`config.mk`:
```
export PLATFORM = sky130hd
export DESIGN_NAME = length_prefixed_argument_deframer_core
export DESIGN_NICKNAME = d
export VERILOG_FILES = /design/src/hw/rtl/lpad_pkg.sv /design/src/hw/rtl/lpad_step.sv /design/src/hw/rtl/length_prefixed_argument_deframer_core.sv
export SDC_FILE = /design/constraint.sdc
export NUM_CORES = 1
export LEC_CHECK = 0
export ABC_CLOCK_PERIOD_IN_PS = 6100
export BUFFER_PORTS_ARGS = -buffer_cell sky130_fd_sc_hd__buf_2
export CAP_MARGIN = 20
export CORE_MARGIN = 2
export CORE_UTILIZATION = 30
export CTS_BUF_LIST = sky130_fd_sc_hd__clkbuf_16
export CTS_CLUSTER_SIZE = 30
export DETAILED_ROUTE_END_ITERATION = 10
export REMOVE_ABC_BUFFERS = 1
export SETUP_SLACK_MARGIN = 0.02
export SLEW_MARGIN = 10
export SYNTH_ARGS = -nofsm -noshare
export SYNTH_HDL_FRONTEND = slang
export SYNTH_HIERARCHICAL = 1
export SYNTH_SLANG_ARGS = --single-unit
```
`constraint.sdc`:
```
create_clock -name clock -period 6.1 [get_ports clock]
set_input_delay 0.61 -clock clock [delete_from_list [all_inputs] [get_ports clock]]
set_output_delay 0.61 -clock clock [all_outputs]
set_load 0.01 [all_outputs]
```
`src/hw/rtl/lpad_pkg.sv`:
```
// Types and constants shared by the argument deframer modules.
// No dependencies.
package lpad_pkg;

   typedef enum logic [1:0] {
      PH_COUNT  = 2'd0,
      PH_LEN_HI = 2'd1,
      PH_LEN_LO = 2'd2,
      PH_DATA   = 2'd3
   } phase_type;

   localparam logic [1:0] KIND_DATA        = 2'd0;
   localparam logic [1:0] KIND_EMPTY_ARG   = 2'd1;
   localparam logic [1:0] KIND_EMPTY_FRAME = 2'd2;

   typedef struct packed {
      phase_type   phase;
      logic [7:0]  args_remaining;
      logic [7:0]  current_arg;
      logic [7:0]  length_high;
      logic [15:0] current_length;
      logic [15:0] bytes_remaining;
   } ctx_type;

   typedef struct packed {
      logic [1:0]  kind;
      logic [7:0]  arg_number;
      logic [7:0]  out_byte;
      logic [15:0] arg_length;
      logic        last_of_arg;
      logic        last_of_frame;
   } result_type;

endpackage

```
`src/hw/rtl/lpad_step.sv`:
```
// Per-byte parse step: next parser context and the optional result.
// Depends on lpad_pkg.
module lpad_step (
   input  lpad_pkg::ctx_type    ctx,
   input  logic [7:0]           in_byte,
   output lpad_pkg::ctx_type    ctx_next,
   output logic                 res_valid,
   output lpad_pkg::result_type res
);

   logic [15:0] full_length;
   logic [7:0]  args_dec;
   logic [15:0] bytes_dec;
   logic        arg_done;
   logic        last_arg;

   assign full_length = {ctx.length_high, in_byte};
   assign args_dec    = ctx.args_remaining - 8'd1;
   assign bytes_dec   = ctx.bytes_remaining - 16'd1;
   assign last_arg    = (ctx.args_remaining == 8'd1);

   always_comb begin
      arg_done = 1'b0;
      case (ctx.phase)
         lpad_pkg::PH_LEN_LO: arg_done = (full_length == 16'd0);
         lpad_pkg::PH_DATA:   arg_done = (ctx.bytes_remaining == 16'd1);
         default:             arg_done = 1'b0;
      endcase
   end

   // next state
   always_comb begin
      ctx_next = ctx;
      case (ctx.phase)
         lpad_pkg::PH_COUNT: begin
            if (in_byte != 8'd0) begin
               ctx_next.args_remaining = in_byte;
               ctx_next.current_arg    = 8'd0;
               ctx_next.phase          = lpad_pkg::PH_LEN_HI;
            end
         end
         lpad_pkg::PH_LEN_HI: begin
            ctx_next.length_high = in_byte;
            ctx_next.phase       = lpad_pkg::PH_LEN_LO;
         end
         lpad_pkg::PH_LEN_LO: begin
            ctx_next.current_length = full_length;
            if (!arg_done) begin
               ctx_next.bytes_remaining = full_length;
               ctx_next.phase           = lpad_pkg::PH_DATA;
            end
         end
         lpad_pkg::PH_DATA: begin
            ctx_next.bytes_remaining = bytes_dec;
         end
         default: ctx_next = ctx;
      endcase
      if (arg_done) begin
         ctx_next.args_remaining = args_dec;
         if (args_dec == 8'd0) begin
            ctx_next.phase = lpad_pkg::PH_COUNT;
         end else begin
            ctx_next.current_arg = ctx.current_arg + 8'd1;
            ctx_next.phase       = lpad_pkg::PH_LEN_HI;
         end
      end
   end

   // outputs
   always_comb begin
      res_valid         = 1'b0;
      res.kind          = lpad_pkg::KIND_DATA;
      res.arg_number    = ctx.current_arg;
      res.out_byte      = 8'd0;
      res.arg_length    = 16'd0;
      res.last_of_arg   = 1'b0;
      res.last_of_frame = 1'b0;
      case (ctx.phase)
         lpad_pkg::PH_COUNT: begin
            res_valid         = (in_byte == 8'd0);
            res.kind          = lpad_pkg::KIND_EMPTY_FRAME;
            res.arg_number    = 8'd0;
            res.last_of_frame = 1'b1;
         end
         lpad_pkg::PH_LEN_LO: begin
            res_valid         = arg_done;
            res.kind          = lpad_pkg::KIND_EMPTY_ARG;
            res.last_of_arg   = 1'b1;
            res.last_of_frame = last_arg;
         end
         lpad_pkg::PH_DATA: begin
            res_valid         = 1'b1;
            res.out_byte      = in_byte;
            res.arg_length    = ctx.current_length;
            res.last_of_arg   = arg_done;
            res.last_of_frame = arg_done && last_arg;
         end
         default: res_valid = 1'b0;
      endcase
   end

endmodule

```
`src/hw/rtl/length_prefixed_argument_deframer_core.sv`:
```
// Length-prefixed argument deframer, top level. Depends on lpad_pkg, lpad_step.
// Pipeline: input register, then result register; a req transfer reaches rsp_valid through both.
// Throughput: one byte per cycle while a held rsp_ready does not stall the result register; the parse step
// is a single combinational pass between the input register and the result register.
// Reset: synchronous; parser returns to waiting for a count byte, both stages empty.
module length_prefixed_argument_deframer_core (
   input  logic        clock,
   input  logic        reset,
   input  logic        req_valid,
   output logic        req_ready,
   input  logic [7:0]  req_in_byte,
   output logic        rsp_valid,
   input  logic        rsp_ready,
   output logic [1:0]  rsp_kind,
   output logic [7:0]  rsp_arg_number,
   output logic [7:0]  rsp_out_byte,
   output logic [15:0] rsp_arg_length,
   output logic        rsp_last_of_arg,
   output logic        rsp_last_of_frame
);

   logic                 in_valid_ff;
   logic                 in_valid_in;
   logic [7:0]           in_byte_ff;
   logic                 out_valid_ff;
   logic                 out_valid_in;
   lpad_pkg::result_type out_res_ff;
   lpad_pkg::ctx_type    ctx_ff;
   lpad_pkg::ctx_type    ctx_in;
   lpad_pkg::result_type step_res;
   logic                 step_valid;
   logic                 advance;

   lpad_step u_step (
      .ctx       (ctx_ff),
      .in_byte   (in_byte_ff),
      .ctx_next  (ctx_in),
      .res_valid (step_valid),
      .res       (step_res)
   );

   assign advance   = in_valid_ff && (!out_valid_ff || rsp_ready);
   assign req_ready = !in_valid_ff || advance;

   always_comb begin
      in_valid_in = in_valid_ff;
      if (req_ready) begin
         in_valid_in = req_valid;
      end
      out_valid_in = out_valid_ff && !rsp_ready;
      if (advance) begin
         out_valid_in = step_valid;
      end
   end

   always_ff @(posedge clock) begin
      if (reset) begin
         in_valid_ff            <= 1'b0;
         out_valid_ff           <= 1'b0;
         ctx_ff.phase           <= lpad_pkg::PH_COUNT;
         ctx_ff.args_remaining  <= 8'd0;
         ctx_ff.current_arg     <= 8'd0;
         ctx_ff.length_high     <= 8'd0;
         ctx_ff.current_length  <= 16'd0;
         ctx_ff.bytes_remaining <= 16'd0;
      end else begin
         in_valid_ff  <= in_valid_in;
         out_valid_ff <= out_valid_in;
         if (advance) begin
            ctx_ff <= ctx_in;
         end
      end
   end

   always_ff @(posedge clock) begin
      if (req_valid && req_ready) begin
         in_byte_ff <= req_in_byte;
      end
      if (advance && step_valid) begin
         out_res_ff <= step_res;
      end
   end

   assign rsp_valid         = out_valid_ff;
   assign rsp_kind          = out_res_ff.kind;
   assign rsp_arg_number    = out_res_ff.arg_number;
   assign rsp_out_byte      = out_res_ff.out_byte;
   assign rsp_arg_length    = out_res_ff.arg_length;
   assign rsp_last_of_arg   = out_res_ff.last_of_arg;
   assign rsp_last_of_frame = out_res_ff.last_of_frame;

   a_args_live: assert property (@(posedge clock) disable iff (reset)
      ctx_ff.phase != lpad_pkg::PH_COUNT |-> ctx_ff.args_remaining != 8'd0)
      else $error("argument count exhausted outside count phase");

   a_data_left: assert property (@(posedge clock) disable iff (reset)
      ctx_ff.phase == lpad_pkg::PH_DATA |-> ctx_ff.bytes_remaining != 16'd0)
      else $error("data phase with no bytes remaining");

   a_empty_frame: assert property (@(posedge clock) disable iff (reset)
      rsp_valid && rsp_kind == lpad_pkg::KIND_EMPTY_FRAME
         |-> rsp_last_of_frame && !rsp_last_of_arg)
      else $error("empty frame result with wrong flags");

   a_in_hold: assert property (@(posedge clock) disable iff (reset)
      in_valid_ff && !advance |=> in_valid_ff && $stable(in_byte_ff))
      else $error("stalled input stage lost its byte");

endmodule

```
# Word level (Yosys, flattened, before mapping)
# Index checks and enable logic that the tools add are counted.
[totals]
output_inout_bits = 38
regBits = 104
in_bits = 12
[op_classes]
reduce_logical = 24
n_mux = 14
eq_ne = 7
add_sub_neg = 3
[ops]
columns = ["operator", "n"]
rows = [
  ["18-bit two-way mux", 2],
  ["16-bit two-way mux", 2],
  ["16-bit one-hot mux with 2 select lines", 1],
  ["16-bit by 1-bit equality test with 1-bit output (second input constant)", 1],
  ["16-bit zero test", 1],
  ["8-bit zero test", 2],
  ["16-bit by 1-bit subtractor with 16-bit output (second input constant)", 1],
  ["3-bit AND reduction", 3],
  ["8-bit by 1-bit adder with 8-bit output (second input constant)", 1],
  ["8-bit by 1-bit equality test with 1-bit output (second input constant)", 1],
  ["8-bit two-way mux", 1],
  ["8-bit nonzero test", 1],
  ["8-bit by 1-bit subtractor with 8-bit output (second input constant)", 1],
  ["1-bit one-hot mux with 3 select lines", 2],
  ["2-bit one-hot mux with 3 select lines", 1],
  ["2-bit nonzero test", 3],
  ["1-bit logical AND", 5],
  ["2-bit equality test (second input constant)", 2],
  ["1-bit one-hot mux with 2 select lines", 2],
  ["2-bit one-hot mux with 2 select lines", 1],
  ["2-bit AND reduction", 2],
  ["4-bit nonzero test", 1],
  ["1-bit zero test", 3],
  ["3-bit by 1-bit inequality test with 1-bit output (second input constant)", 1],
  ["other kinds (5)", 7],
]

# Depth between registers and ports, before layout
[depth]
ltp_word = 5
ltp_mapped = 12
depth_no_buf = 10

# Modules after synthesis
# The synthesis kept the hierarchy.
[modules_own_cells]
columns = ["mod", "n_inst", "cells_each", "area_per_inst_um2"]
rows = [
  ["length_prefixed_argument_deframer_core", 1, 308, 4010.1],
  ["lpad_step", 1, 338, 1918.1],
]

# Worst setup path before layout
# OpenSTA, ideal clock, no wires.
[synth_path]
path_type = "reg2reg"
startpoint = "register in_byte_ff[4]"
endpoint = "register out_res_ff, in the netlist rsp_arg_length[0], enable pin"
arrival_time_ps = 3320
path_stages_with_launch = 8
path_buffers = 0
slack_ps = 2351
path_cell_list = "edfxtp_1 -> or4_4 -> nor2_4 -> nand4_1 -> nand2_1 -> and3_1 -> nand2_1 -> nor2_1"
[synth_via]
elab_chain_len = 4
elab_cells_between_ends = 5
[synth_rtl]
columns = ["item", "line_no", "rtl"]
rows = [
  ["start: declaration", "length_prefixed_argument_deframer_core.sv:24", "logic [7:0] in_byte_ff;"],
  ["start signal: assignment", "length_prefixed_argument_deframer_core.sv:77", "in_byte_ff <= req_in_byte;"],
  ["16-bit zero test", "lpad_step.sv:25", "lpad_pkg::PH_LEN_LO: arg_done = (full_length == 16'd0);"],
  ["1-bit one-hot mux with 2 select lines", "lpad_step.sv:24", "case (ctx.phase)"],
  ["1-bit one-hot mux with 3 select lines *", "lpad_step.sv:78", "case (ctx.phase)"],
  ["named net step_valid", "length_prefixed_argument_deframer_core.sv:31", "logic step_valid;"],
  ["1-bit logical AND *", "length_prefixed_argument_deframer_core.sv:79", "if (advance && step_valid) begin"],
  ["end signal: assignment", "length_prefixed_argument_deframer_core.sv:80", "out_res_ff <= step_res;"],
  ["end: declaration", "length_prefixed_argument_deframer_core.sv:27", "lpad_pkg::result_type out_res_ff;"],
]
# The timed path passes the listed nets; every way through them passes the cells marked *.
# A chain may end at the register's enable or synchronous reset.

# Worst setup path in the final report
[layout_path]
startpoint = "register ctx_ff[56] (netlist bit)"
endpoint = "register out_res_ff, in the netlist rsp_out_byte[5], enable pin"
[layout_via]
elab_chain_len = 4
elab_cells_between_ends = 6
[layout_rtl]
columns = ["item", "line_no", "rtl"]
rows = [
  ["start: declaration", "length_prefixed_argument_deframer_core.sv:28", "lpad_pkg::ctx_type ctx_ff;"],
  ["start signal: assignment", "length_prefixed_argument_deframer_core.sv:70", "ctx_ff <= ctx_in;"],
  ["2-bit equality test", "lpad_step.sv:24, lpad_step.sv:78", ""],
  ["1-bit one-hot mux with 2 select lines", "lpad_step.sv:24", ""],
  ["1-bit one-hot mux with 3 select lines *", "lpad_step.sv:78", ""],
  ["named net step_valid", "length_prefixed_argument_deframer_core.sv:31", ""],
  ["1-bit logical AND *", "length_prefixed_argument_deframer_core.sv:79", ""],
]
# Marked as above.

==> results.sh <==
export IMPL_dieArea_sq_um=20900
export IMPL_post_route_min_period_ns=3.62
export IMPL_wl_per_cell_um=14.4
export IMPL_firstDrtPassIters=5
export IMPL_cp_arrival_ns=3.60
export IMPL_outcome="completed"
export IMPL_cts_made_buffers=9
export IMPL_finalHoldViolCount=0
export IMPL_antenna_found_initial=0
export IMPL_grt_ovfl_total=0
export IMPL_fmax_ghz=0.276
export IMPL_viasPerCell=4.82
export IMPL_nFillCells=2036
export IMPL_final_common_cell="nand2b_1"
export IMPL_cp_max_fo=36
export IMPL_cts_root_buffer="clkbuf_16"
export IMPL_fin_ws_ns=2.48
export IMPL_cpLargestDelayFamily="simple AND/OR/NAND/NOR gates"
export IMPL_syn_inst=646
export IMPL_first_global_vias=4007
export IMPL_cp_common_cell="nand2_1"
export IMPL_start_kind="register"
export IMPL_drtIter0Drc=433
export IMPL_critPathKind="register to register"
export IMPL_critPathCaptureType="register"
export IMPL_seq_area_frac_synth=0.425
export IMPL_worst_clock_skew_ns=0.0111
export IMPL_min_path_type="input port to register"
export IMPL_p_int_w=0.00113
export IMPL_cts_setup_buffers=0
export IMPL_maxCapViolations=0
export IMPL_dr_total_vias=4548
export IMPL_multi_input_area_sq_um=3170
export IMPL_slew_headroom=0.282
export IMPL_p_switching_w=0.000392
export IMPL_grt_first_pass_wirelength_um=21600
export IMPL_io_buffers=49
export IMPL_ant_nets=0
export IMPL_pwr_share_comb=0.115
export IMPL_regArea_sq_um=2520
export IMPL_track_usage=0.133
export IMPL_power_frac_clock=0.389
export IMPL_core_sq_um=19400
export IMPL_diodes=0
export IMPL_clk_pin_slew_ns=0.07
export IMPL_cpPeakStageDelay_ns=0.82
export IMPL_vdd_drop_max_mv=0.106
export IMPL_cts_sinks=104
export IMPL_p_leak_nw=2.48
export IMPL_rows=51
export IMPL_synth_main_ff_cell="dfxtp_1"
export IMPL_async_flop_share=0
export IMPL_cp_required_ns=6.08
export IMPL_power_frac_seq=0.496
export IMPL_p_per_area_nw_per_um2=229
export IMPL_ys_ff_latch=104
export IMPL_die_y_um=145
export IMPL_die_w_um=145
export IMPL_fin_tns_setup_ns=0
export IMPL_ys_warn_count=6
export IMPL_gp_congestion=0.830
export IMPL_synth_area_per_cell_sq_um=9.18
export IMPL_switching_share=0.257
export IMPL_grt_start_max_net_pins=119
export IMPL_synth_distinct_cells=57
export IMPL_clkLatencyLatePin_ns=0.36
export IMPL_min_from="req_in_byte[3]"
export IMPL_startpoint="ctx_ff[56]$_SDFFE_PP0P_"
export IMPL_drv_slew=0
export IMPL_slowest_stage="nor2_4"
export IMPL_cp_num_buf_inv=1
export IMPL_cts_tree="yes"
export IMPL_setup_viol=0
export IMPL_nets=691
export IMPL_io_pins=50
export IMPL_tightest_slew_ns=1.07
export IMPL_cts_htree_levels=3
export IMPL_remaining_drc_errors=0
export IMPL_whs_ns=0.435
export IMPL_r2r_start="ctx_ff[56]$_SDFFE_PP0P_"
export IMPL_rsz0062_at_grt="no"
export IMPL_preCtsSetupSlack_ns=2.42
export IMPL_synth_edf_count=44
export IMPL_cts_hold_fix_buffers=0
export IMPL_hpwl_um=8720
export IMPL_wirelength_um=13600
export IMPL_syn_to_final_growth_pct=12.4
export IMPL_finalCritPeriodShare=0.593
export IMPL_final_cell_mix="122 x nand2b_1, 79 x nand2_1, 65 x mux2i_1, 60 x dfxtp_1, 49 x buf_2"
export IMPL_cts_resized=0
export IMPL_crit_chain="nand2b_1 -> inv_2 -> nand4_1 -> nand2_1 -> and3_1 -> nand2_1 -> nor2_4"
export IMPL_clk_path_buf_depth=2
export IMPL_drive_gt1_frac=0.142
export IMPL_netlist_area_sq_um=5930
export IMPL_start_util=0.306
power by group through the flow:
stage | Clock [W] | Combinational, W | Sequential, W
floorplan | 0 | 0.000120 | 0.000774
global placement | 0 | 0.000175 | 0.000772
detailed placement | 0 | 0.000176 | 0.000772
CTS | 0.000611 | 0.000176 | 0.000756
global route | 0.000636 | 0.000194 | 0.000759
finish | 0.000593 | 0.000175 | 0.000756
logic make-up after synthesis:
group / count (synthesis) / share of synthesized area
xor gates and xnor gates: 3 / 0.00443
AOI/OAI and AO/OA: 76 / 0.0848
DFF: 104 / 0.425
muxes: 72 / 0.123
buffers and inverters: 52 / 0.0431
and+or+nand+nor: 333 / 0.306
adders and majority gates: 6 / 0.0127
registers in the layout, summed over array words and instances, names as in the netlist, 2 cells and up:
register	flops
rsp_kind	2
ctx_ff	58
rsp_arg_length	16
rsp_out_byte	8
in_byte_ff	8
rsp_arg_number	8
metal layers:
metal,vias up,track usage,share of wire
li1,2305,-,-
met1,2110,0.187,0.50
met2,111,0.203,0.44
met3,22,0.0212,0.039
met4,0,0.0501,0.021
met5,-,0,0
synthesized netlist by cell type, drive strengths merged (6+ instances only):
cell type | n | share of area
nand2b | 122 | 0.13
nand2 | 79 | 0.050
mux2i | 65 | 0.11
dfxtp | 60 | 0.20
edfxtp | 44 | 0.22
nor2 | 39 | 0.026
clkbuf | 28 | 0.018
and3 | 26 | 0.027
o21ai | 23 | 0.019
a21oi | 17 | 0.014
nor2b | 14 | 0.016
nand3 | 13 | 0.011
buf | 12 | 0.018
inv | 12 | 0.0076
nor3 | 12 | 0.010
nor4 | 9 | 0.013
mux2 | 7 | 0.013
ha | 6 | 0.013
o22ai | 6 | 0.0063
stage by stage:
| step | std cells | utilization | power (W) | cell area, sq um |
|---|---|---|---|---|
| after CTS | 942 | 0.343 | 0.00154 | 6650 |
| final | 943 | 0.343 | 0.00153 | 6660 |
| after global placement | 926 | 0.328 | 0.000947 | 6350 |
| after global routing | 943 | 0.343 | 0.00159 | 6660 |
| after floorplan | 606 | - | 0.000894 | 5720 |
| after detailed placement | 926 | 0.328 | 0.000948 | 6350 |
worst register-to-register path: stages (launching register included):
cell      delay [ns]
dfxtp_1         0.31
nand2b_1        0.56
inv_2           0.54
nand4_1         0.27
nand2_1         0.37
and3_1          0.25
nand2_1         0.09
nor2_4          0.82
path summary, 6_finish.rpt:
check | end | slack (ns) | cells past startpoint
max reg2reg | rsp_out_byte[5]$_DFFE_PP_ | 2.48 | 7
min | in_byte_ff[3]$_DFFE_PP_ | 0.43 | 1
max | rsp_out_byte[5]$_DFFE_PP_ | 2.48 | 7
min reg2reg | ctx_ff[16]$_SDFFE_PP0P_ | 0.49 | 2
area by class of cell:
| type | instances | area share |
|---|---|---|
| Multi-Input combinational cell | 490 | 0.475 |
| Sequential cell | 104 | 0.379 |
| Tap cell | 265 | 0.0498 |
| Timing Repair Buffer | 56 | 0.0447 |
| Clock buffer | 9 | 0.0338 |
| Clock inverter | 7 | 0.0111 |
| Inverter | 12 | 0.00676 |
Note: power is estimated with default switching activity, not from simulation.
